**config.mk**
```make
export PLATFORM = sky130hd
export DESIGN_NAME = letterbox_aspect_tracker_top
export DESIGN_NICKNAME = d
export VERILOG_FILES = /design/src/rtl/lat_pkg.sv /design/src/rtl/letterbox_aspect_tracker_top.sv /design/src/rtl/lat_div.sv
export SDC_FILE = /design/constraint.sdc
export NUM_CORES = 1
export LEC_CHECK = 0
export BUFFER_PORTS_ARGS = -buffer_cell sky130_fd_sc_hd__buf_2
export CAP_MARGIN = 40
export CORE_UTILIZATION = 60
export DETAILED_ROUTE_END_ITERATION = 16
export PLACE_DENSITY = 0.76
export REMOVE_ABC_BUFFERS = 1
export SETUP_SLACK_MARGIN = 0.2
export SYNTH_ARGS = -nofsm -noshare
export SYNTH_HDL_FRONTEND = slang
export SYNTH_HIERARCHICAL = 1
export SYNTH_SLANG_ARGS = --single-unit
```
**constraint.sdc**
```tcl
create_clock -name clk -period 9.02 [get_ports clk]
set_clock_uncertainty 0.15 [all_clocks]
set_input_delay 0.902 -clock clk [delete_from_list [all_inputs] [get_ports clk]]
set_output_delay 0.902 -clock clk [all_outputs]
set_load 0.01 [all_outputs]
```
**src/rtl/lat_pkg.sv**
```systemverilog
`default_nettype none
package lat_pkg;

    localparam int unsigned DIM_W      = 16;
    localparam int unsigned TOL_W      = 8;
    localparam int unsigned RATIO_IDX_W = 2;
    localparam int unsigned NUM_RATIOS = 3;
    localparam int unsigned FRAC_BITS  = 8;
    localparam int unsigned QUO_W      = DIM_W + FRAC_BITS;
    localparam int unsigned DIV_STEPS  = QUO_W;
    localparam int unsigned DIV_CNT_W  = $clog2(DIV_STEPS);
    localparam int unsigned CFG_IDX_W  = 3;
    localparam int unsigned CFG_DATA_W = 16;
    localparam int unsigned IN_DATA_W  = 96;
    localparam int unsigned OUT_DATA_W = 40;

    localparam logic [DIM_W-1:0] DIM_UNKNOWN = 16'hffff;

    localparam logic [TOL_W-1:0] RES_TOL_RST      = 8'd8;
    localparam logic [TOL_W-1:0] BAR_MARGIN_RST   = 8'd4;
    localparam logic [TOL_W-1:0] FULL_LIMIT_RST   = 8'd10;
    localparam logic [TOL_W-1:0] CENTER_TOL_RST   = 8'd20;
    localparam logic [TOL_W-1:0] RATIO_TOL_RST    = 8'd25;
    localparam logic [DIM_W-1:0] RATIO_WIDE_RST   = 16'd455;
    localparam logic [DIM_W-1:0] RATIO_CINEMA_RST = 16'd614;
    localparam logic [DIM_W-1:0] RATIO_CLASSIC_RST = 16'd340;

    typedef enum logic [CFG_IDX_W-1:0] {
        CFG_RES_TOL       = 3'd0,
        CFG_BAR_MARGIN    = 3'd1,
        CFG_FULL_LIMIT    = 3'd2,
        CFG_CENTER_TOL    = 3'd3,
        CFG_RATIO_TOL     = 3'd4,
        CFG_RATIO_WIDE    = 3'd5,
        CFG_RATIO_CINEMA  = 3'd6,
        CFG_RATIO_CLASSIC = 3'd7
    } cfg_idx_t;

    typedef enum logic [2:0] {
        ST_IDLE,
        ST_EVAL,
        ST_DIV,
        ST_MATCH,
        ST_FINISH
    } state_t;

endpackage
`default_nettype wire

```
**src/rtl/letterbox_aspect_tracker_top.sv**
```systemverilog
`default_nettype none
// channel   dir  tdata fields (low bit up)                              tuser
// s_*       in   frame_width, left_bar, right_bar, frame_height,         operation
//                top_bar, bottom_bar (16 bits each, 96 bits)
// m_*       out  format_changed, current_width, current_height,          -
//                current_ratio, 5 zero bits (40 bits)
// cfg_*     in   write enable, register index 0..7, 16-bit data          -
//
// a suspend item, or one with no bar pattern to test, passes from the transfer through ST_EVAL and ST_FINISH
// an item with a ratio test goes from ST_EVAL to ST_DIV, where it waits on the bit-serial divider
// (24 steps plus its done flag), then to ST_MATCH, which compares against the known ratios one at
// a time until one hits or all three are tried, then to ST_FINISH
// reset loads the default register values and clears tracking to unknown size
// a result waiting in the output register does not block the next input transfer; the block
// only stalls at the end of an item until that register is free
module letterbox_aspect_tracker_top (
    input  wire logic                             clk,
    input  wire logic                             rst_n,
    input  wire logic                             s_tvalid,
    output logic                                  s_tready,
    input  wire logic [lat_pkg::IN_DATA_W-1:0]    s_tdata,   // frame_width, left_bar, right_bar,
                                                             // frame_height, top_bar, bottom_bar
    input  wire logic                             s_tuser,   // operation
    output logic                                  m_tvalid,
    input  wire logic                             m_tready,
    output logic [lat_pkg::OUT_DATA_W-1:0]        m_tdata,   // format_changed, current_width,
                                                             // current_height, current_ratio
    input  wire logic                             cfg_we,
    input  wire logic [lat_pkg::CFG_IDX_W-1:0]    cfg_index,
    input  wire logic [lat_pkg::CFG_DATA_W-1:0]   cfg_data
);
    import lat_pkg::*;

    state_t state_reg, state_next;

    // configuration
    logic [TOL_W-1:0] res_tol_reg, bar_margin_reg, full_limit_reg, center_tol_reg, ratio_tol_reg;
    logic [DIM_W-1:0] known_reg [NUM_RATIOS];

    // captured item
    logic             op_reg;
    logic [DIM_W-1:0] fw_reg, lb_reg, rb_reg, fh_reg, tb_reg, bb_reg;

    // tracking state
    logic [DIM_W-1:0]       tw_reg, tw_next, th_reg, th_next;
    logic [RATIO_IDX_W-1:0] ratio_reg, ratio_next;
    logic [DIM_W-1:0]       min_l_reg, min_l_next, min_r_reg, min_r_next;
    logic [DIM_W-1:0]       min_t_reg, min_t_next, min_b_reg, min_b_next;
    logic                   changed_reg, changed_next;
    logic                   letter_reg, letter_next;
    logic [RATIO_IDX_W-1:0] idx_reg, idx_next;

    logic                  m_valid_reg, m_valid_next;
    logic [OUT_DATA_W-1:0] m_data_reg, m_data_next;

    logic [DIM_W-1:0] aw, ah;
    logic             drift, shrunk, lb_none, tb_none, lr_cent, tb_cent, letter, pillar;
    logic             div_start, div_done, hit;
    logic [QUO_W-1:0] ratio_q;
    logic [DIM_W-1:0] known_sel;
    logic [DIM_W-1:0] lr_diff, tb_diff;

    function automatic logic outside_tol(input logic [DIM_W-1:0] m, input logic [DIM_W-1:0] t,
                                         input logic [TOL_W-1:0] tol);
        logic [DIM_W:0] m_ext, t_ext, tol_ext;
        m_ext   = {1'b0, m};
        t_ext   = {1'b0, t};
        tol_ext = (DIM_W + 1)'(tol);
        return (m_ext + tol_ext < t_ext) || (m_ext > t_ext + tol_ext);
    endfunction

    function automatic logic [DIM_W-1:0] bound_of(input logic [DIM_W-1:0] bar,
                                                  input logic [TOL_W-1:0] margin);
        logic [DIM_W-1:0] m_ext;
        m_ext = DIM_W'(margin);
        return (bar > m_ext) ? bar - m_ext : '0;
    endfunction

    lat_div u_div (
        .clk      (clk),
        .rst_n    (rst_n),
        .start    (div_start),
        .dividend ({aw, {FRAC_BITS{1'b0}}}),
        .divisor  (ah),
        .done     (div_done),
        .quotient (ratio_q)
    );

    always_comb
    begin
        aw      = fw_reg - lb_reg - rb_reg;
        ah      = fh_reg - tb_reg - bb_reg;
        lr_diff = (lb_reg > rb_reg) ? lb_reg - rb_reg : rb_reg - lb_reg;
        tb_diff = (tb_reg > bb_reg) ? tb_reg - bb_reg : bb_reg - tb_reg;
        lb_none = ({1'b0, lb_reg} + {1'b0, rb_reg}) <= (DIM_W + 1)'(full_limit_reg);
        tb_none = ({1'b0, tb_reg} + {1'b0, bb_reg}) <= (DIM_W + 1)'(full_limit_reg);
        lr_cent = lr_diff <= DIM_W'(center_tol_reg);
        tb_cent = tb_diff <= DIM_W'(center_tol_reg);
        letter  = lb_none && tb_cent;
        pillar  = tb_none && lr_cent;
        drift   = outside_tol(fw_reg, tw_reg, res_tol_reg) ||
                  outside_tol(fh_reg, th_reg, res_tol_reg);
        shrunk  = (lb_reg < min_l_reg) || (rb_reg < min_r_reg) ||
                  (tb_reg < min_t_reg) || (bb_reg < min_b_reg);
        known_sel = known_reg[idx_reg];
        // strict window around the known ratio
        hit = ({1'b0, ratio_q} + (QUO_W + 1)'(ratio_tol_reg) > (QUO_W + 1)'(known_sel)) &&
              ({1'b0, ratio_q} < (QUO_W + 1)'(known_sel) + (QUO_W + 1)'(ratio_tol_reg));
    end

    always_comb
    begin
        state_next   = state_reg;
        tw_next      = tw_reg;
        th_next      = th_reg;
        ratio_next   = ratio_reg;
        min_l_next   = min_l_reg;
        min_r_next   = min_r_reg;
        min_t_next   = min_t_reg;
        min_b_next   = min_b_reg;
        changed_next = changed_reg;
        letter_next  = letter_reg;
        idx_next     = idx_reg;
        div_start    = 1'b0;
        s_tready     = 1'b0;
        m_valid_next = m_valid_reg && !m_tready;
        m_data_next  = m_data_reg;
        case (state_reg)
            ST_IDLE:
            begin
                s_tready = 1'b1;
                if (s_tvalid)
                    state_next = ST_EVAL;
            end
            ST_EVAL:
            begin
                changed_next = 1'b0;
                if (op_reg)
                begin
                    ratio_next = '0;
                    tw_next    = DIM_UNKNOWN;
                    th_next    = DIM_UNKNOWN;
                    state_next = ST_FINISH;
                end
                else
                begin
                    if (drift || shrunk)
                    begin
                        ratio_next   = '0;
                        tw_next      = fw_reg;
                        th_next      = fh_reg;
                        min_l_next   = '0;
                        min_r_next   = '0;
                        min_t_next   = '0;
                        min_b_next   = '0;
                        changed_next = 1'b1;
                    end
                    letter_next = letter;
                    idx_next    = '0;
                    if ((letter || pillar) && (ah != '0))
                    begin
                        div_start  = 1'b1;
                        state_next = ST_DIV;
                    end
                    else
                        state_next = ST_FINISH;
                end
            end
            ST_DIV:
            begin
                if (div_done)
                    state_next = ST_MATCH;
            end
            ST_MATCH:
            begin
                if (hit)
                begin
                    if (idx_reg != ratio_reg)
                    begin
                        ratio_next   = idx_reg;
                        changed_next = 1'b1;
                        if (letter_reg)
                        begin
                            min_l_next = '0;
                            min_r_next = '0;
                            min_t_next = bound_of(tb_reg, bar_margin_reg);
                            min_b_next = bound_of(bb_reg, bar_margin_reg);
                        end
                        else
                        begin
                            min_l_next = bound_of(lb_reg, bar_margin_reg);
                            min_r_next = bound_of(rb_reg, bar_margin_reg);
                            min_t_next = '0;
                            min_b_next = '0;
                        end
                    end
                    state_next = ST_FINISH;
                end
                else if (idx_reg == RATIO_IDX_W'(NUM_RATIOS - 1))
                    state_next = ST_FINISH;
                else
                    idx_next = idx_reg + 1'b1;
            end
            ST_FINISH:
            begin
                if (!m_valid_reg || m_tready)
                begin
                    m_valid_next = 1'b1;
                    m_data_next  = OUT_DATA_W'({ratio_reg, th_reg, tw_reg, changed_reg});
                    state_next   = ST_IDLE;
                end
            end
            default:
                state_next = ST_IDLE;
        endcase
    end

    always_ff @(posedge clk or negedge rst_n)
    begin
        if (!rst_n)
            state_reg <= ST_IDLE;
        else
            state_reg <= state_next;
    end

    always_ff @(posedge clk or negedge rst_n)
    begin
        if (!rst_n)
        begin
            tw_reg      <= DIM_UNKNOWN;
            th_reg      <= DIM_UNKNOWN;
            ratio_reg   <= '0;
            min_l_reg   <= '0;
            min_r_reg   <= '0;
            min_t_reg   <= '0;
            min_b_reg   <= '0;
            m_valid_reg <= 1'b0;
        end
        else
        begin
            tw_reg      <= tw_next;
            th_reg      <= th_next;
            ratio_reg   <= ratio_next;
            min_l_reg   <= min_l_next;
            min_r_reg   <= min_r_next;
            min_t_reg   <= min_t_next;
            min_b_reg   <= min_b_next;
            m_valid_reg <= m_valid_next;
        end
    end

    always_ff @(posedge clk)
    begin
        changed_reg <= changed_next;
        letter_reg  <= letter_next;
        idx_reg     <= idx_next;
        m_data_reg  <= m_data_next;
        if (s_tvalid && s_tready)
        begin
            op_reg <= s_tuser;
            fw_reg <= s_tdata[15:0];
            lb_reg <= s_tdata[31:16];
            rb_reg <= s_tdata[47:32];
            fh_reg <= s_tdata[63:48];
            tb_reg <= s_tdata[79:64];
            bb_reg <= s_tdata[95:80];
        end
    end

    always_ff @(posedge clk or negedge rst_n)
    begin
        if (!rst_n)
        begin
            res_tol_reg    <= RES_TOL_RST;
            bar_margin_reg <= BAR_MARGIN_RST;
            full_limit_reg <= FULL_LIMIT_RST;
            center_tol_reg <= CENTER_TOL_RST;
            ratio_tol_reg  <= RATIO_TOL_RST;
            known_reg[0]   <= RATIO_WIDE_RST;
            known_reg[1]   <= RATIO_CINEMA_RST;
            known_reg[2]   <= RATIO_CLASSIC_RST;
        end
        else if (cfg_we)
        begin
            case (cfg_idx_t'(cfg_index))
                CFG_RES_TOL:       res_tol_reg    <= cfg_data[TOL_W-1:0];
                CFG_BAR_MARGIN:    bar_margin_reg <= cfg_data[TOL_W-1:0];
                CFG_FULL_LIMIT:    full_limit_reg <= cfg_data[TOL_W-1:0];
                CFG_CENTER_TOL:    center_tol_reg <= cfg_data[TOL_W-1:0];
                CFG_RATIO_TOL:     ratio_tol_reg  <= cfg_data[TOL_W-1:0];
                CFG_RATIO_WIDE:    known_reg[0]   <= cfg_data[DIM_W-1:0];
                CFG_RATIO_CINEMA:  known_reg[1]   <= cfg_data[DIM_W-1:0];
                CFG_RATIO_CLASSIC: known_reg[2]   <= cfg_data[DIM_W-1:0];
                default:           ;
            endcase
        end
    end

    assign m_tvalid = m_valid_reg;
    assign m_tdata  = m_data_reg;

endmodule
`default_nettype wire

```
**src/rtl/lat_div.sv**
```systemverilog
`default_nettype none
module lat_div (
    input  wire logic                        clk,
    input  wire logic                        rst_n,
    input  wire logic                        start,
    input  wire logic [lat_pkg::QUO_W-1:0]   dividend,
    input  wire logic [lat_pkg::DIM_W-1:0]   divisor,
    output logic                             done,
    output logic [lat_pkg::QUO_W-1:0]        quotient
);
    import lat_pkg::*;

    logic                 busy_reg, busy_next;
    logic                 done_reg, done_next;
    logic [DIV_CNT_W-1:0] cnt_reg, cnt_next;
    logic [DIM_W-1:0]     rem_reg, rem_next;
    logic [QUO_W-1:0]     quo_reg, quo_next;
    logic [DIM_W-1:0]     dvs_reg, dvs_next;
    logic [DIM_W:0]       shifted;
    logic [DIM_W:0]       diff;
    logic                 ge;

    // one restoring step per cycle, dividend bits shift out of quo_reg as quotient shifts in
    always_comb
    begin
        shifted   = {rem_reg, quo_reg[QUO_W-1]};
        diff      = shifted - {1'b0, dvs_reg};
        ge        = (shifted >= {1'b0, dvs_reg});
        busy_next = busy_reg;
        done_next = 1'b0;
        cnt_next  = cnt_reg;
        rem_next  = rem_reg;
        quo_next  = quo_reg;
        dvs_next  = dvs_reg;
        if (start)
        begin
            busy_next = 1'b1;
            cnt_next  = '0;
            rem_next  = '0;
            quo_next  = dividend;
            dvs_next  = divisor;
        end
        else if (busy_reg)
        begin
            rem_next = ge ? diff[DIM_W-1:0] : shifted[DIM_W-1:0];
            quo_next = {quo_reg[QUO_W-2:0], ge};
            cnt_next = cnt_reg + 1'b1;
            if (cnt_reg == DIV_CNT_W'(DIV_STEPS - 1))
            begin
                busy_next = 1'b0;
                done_next = 1'b1;
            end
        end
    end

    always_ff @(posedge clk or negedge rst_n)
    begin
        if (!rst_n)
        begin
            busy_reg <= 1'b0;
            done_reg <= 1'b0;
            cnt_reg  <= '0;
        end
        else
        begin
            busy_reg <= busy_next;
            done_reg <= done_next;
            cnt_reg  <= cnt_next;
        end
    end

    always_ff @(posedge clk)
    begin
        rem_reg <= rem_next;
        quo_reg <= quo_next;
        dvs_reg <= dvs_next;
    end

    assign done     = done_reg;
    assign quotient = quo_reg;

endmodule
`default_nettype wire

```
==> run_results.csv <==
group,metric,value,unit
grt,grt_use_total,0.352,
logic_synthesis,synth_area_leader_cell,"ha_1",
placed_design,dp_hpwl,76200,µm
placed_design,gp_congestion,1.00,
final_layout,nets,4072,
logic_synthesis,synth_area_leaders,"ha_1 (17%), edfxtp_1 (17%), dfrtp_1 (11%)",
sta,setup_viol_count_final,0,
final_layout,layout_commonest_cell,"ha_1",
route,vias_per_cell,6.28,
final_layout,final_util,0.666,
grt,grt_overflow_total,0,
floorplanning,die_y,233,µm
logic_synthesis,yosys_warnings,6,
sta,rsz0062_at_grt,"false",
sta,fin_tns_setup,0,ps
setup_path,cpMostUsedCell,"o311ai_0",
logic_synthesis,synthArstFlopShare,0.506,
sta,hold_viol,0,
route,wire_per_inst,22.8,µm
sta,slew_violations,0,
final_layout,layout_common_cells,"ha_1 (439), inv_1 (339), nor2_1 (262)",
route,dr.pass1.iters,6,
setup_path,arrival,8220,ps
floorplanning,core,52600,µm²
setup_path,end_kind,"flip-flop",
cts,h-tree-depth,2,
grt,grt_start_max_net_pins,92,
route,drc_errors,0,
sta,relSlewSlack,0.325,
cts,cts_hold_buf,0,
sta,min_period,7900,ps
logic_synthesis,synthFlopType,"edfxtp_1",
setup_path,cp_slowest_cell,"a2111oi_4",
grt,grt_antenna_before_repair,2,
floorplanning,io_pins,163,
grt,grt_pass1_vias,25600,
cts,clk_latency,600,ps
logic_synthesis,ys_seq_area_frac,0.332,
logic_synthesis,ys_ff_latch,389,
route,ant_nets,0,
logic_synthesis,synth_edf_count,176,
setup_path,r2r_slack,1120,ps
floorplanning,start_util,0.608,
cts,root_buffer,"clkbuf_16",
cts,cts_setup_buffers,0,
setup_path,crit_type,"flip-flop to flip-flop",
setup_path,r2r_cells,29,
floorplanning,die_x,233,µm
cts,path_clk_slew,60,ps
setup_path,critPathMaxStageDelay,890,ps
sta,period_share,0.876,
pwr,pwr_density_cell,256,nW/µm²
placed_design,port_buffers,157,
sta,max_freq,0.127,GHz
final_layout,final_layout_size_suffix_gt1_frac,0.142,
cts,cts_sinks,389,
sta,fin_ws,1120,ps
cts,cts_buffers,43,
pwr,total_leakage_power,0.0156,µW
cts,cts_tree,"yes",
final_layout,fillers,4172,
run_status,status,"finished, final reports clean",
route,vias,26300,
route,first_iter_violations,2324,
placed_design,pre_cts_slack,1300,ps
logic_synthesis,syn_area,31900,µm²
pwr,power.total,8960,µW
floorplanning,std_cell_rows,84,
setup_path,cp-start-kind,"flip-flop",
grt,grt_pass1_wl,146000,µm
sta,tightest_slew,1010,ps
final_layout,synthToLayoutAreaGrowth,9.57,%
floorplanning,dieArea,54200,µm²
logic_synthesis,synth_top_area_share,0.172,
run,cap_violations,0,
cts,cts_buffer_depth,3,
final_layout,regArea,10600,µm²
logic_synthesis,synth_cells,3307,
final_layout,largest_reg_flops,48,
setup_path,path_max_fanout,29,
route,routed_wl,95700,µm
setup_path,cp.required,9340,ps
pwr,vdd_drop_max,0.000175,V
final_layout,multi_input_area,19700,µm²
hold_path,hp-class,"input port to async pin",
logic_synthesis,avgSynthCellArea,9.66,µm²
logic_synthesis,synth_cell_types,92,
cts,cts-resized-gates,0,
[Yosys cell counts (18+ instances only)]
library cell and instances:
o21a_1 31, nor4_1 24, nand2_1 151, o22a_1 34, inv_1 339, nand2b_1 46
edfxtp_1 176, dfrtp_1 141, clkbuf_1 63, o211ai_1 20, xor2_1 47, mux2i_1 53
nor2b_1 55, o21ai_0 160, and3_1 25, a211oi_1 28, a21o_1 80, o31ai_1 18
nand4_1 47, fa_1 47, xnor2_1 146, o21bai_1 23, a21oi_1 218, ha_1 439
dfstp_2 56, nand3_1 58, nor3_1 58, mux2_2 153, nor2_1 263
[report_power, final]
part           internal, µW  switching, µW
combinational          1870           2700
clock                  1030            771
sequential             2260            328
total                  5160           3800
[worst paths after layout]
kind | end | start
setup / recovery | u_div/rem_reg[15]$_SDFFE_PP0P_ | tb_reg[0]$_DFFE_PP_
hold / removal | min_l_reg[14]$_DFFE_PN0P_ | rst_n
setup reg to reg | u_div/rem_reg[15]$_SDFFE_PP0P_ | tb_reg[0]$_DFFE_PP_
hold reg to reg | m_tdata[0]$_DFFE_PP_ | changed_reg$_SDFFCE_PP1P_
max in group asynchronous | min_b_reg[6]$_DFFE_PN0P_ | rst_n
min in group clk | m_tdata[0]$_DFFE_PP_ | changed_reg$_SDFFCE_PP1P_
[routing by layer]
metal	share of wire	global-route usage	up-vias	wire length, µm
li1	-	-	12200	-
met1	0.43	0.483	12800	40900
met2	0.46	0.567	1112	43800
met3	0.083	0.0592	184	7900
met4	0.032	0.109	0	3070
met5	0	0	-	0
[metrics by stage]
| step | cell area, µm² | hold WS, ps | cells |
|---|---|---|---|
| detailed placement | 33600 | 263 | 4107 |
| global placement | 33400 | 257 | 4096 |
| CTS | 35000 | 235 | 4187 |
| floorplan | 31600 | 250 | 3230 |
| finish | 35000 | 218 | 4189 |
| global route | 35000 | 264 | 4188 |
[cells by family (layout without fill, tap and decap cells)]
group                      after synthesis  count (layout)  share of synthesized area
DFF                                    389             389                      0.332
muxes                                  206             206                     0.0706
buffers and inverters                  432             613                     0.0529
and+or+nand+nor                        816             816                      0.126
AOI/OAI and AO/OA                      784             784                      0.164
adders and majority gates              486             486                      0.201
xor gates and xnor gates               193             193                     0.0529
other                                    1              14                   0.000117
[worst max-delay path: cells and delay by family (launching register included)]
kind / cells / cell delay (ps)
flip-flops: 1 / 440
XOR/XNOR: 1 / 160
AND/OR/NAND/NOR: 8 / 1490
buffers and inverters: 3 / 680
multiplexers: 1 / 290
AO/OA/AOI/OAI: 13 / 3710
adder cells (fa/ha/maj): 3 / 840
[layout make-up]
type / count / share of cell area
Clock buffer: 58 / 0.0341
Timing Repair Buffer: 190 / 0.0316
Antenna cell: 1 / 0.0000715
Tap cell: 688 / 0.0246
Clock inverter: 22 / 0.00640
Inverter: 343 / 0.0369
Multi-Input combinational cell: 2498 / 0.563
Sequential cell: 389 / 0.303
No activity file was read; power rests on OpenSTA's default activity.
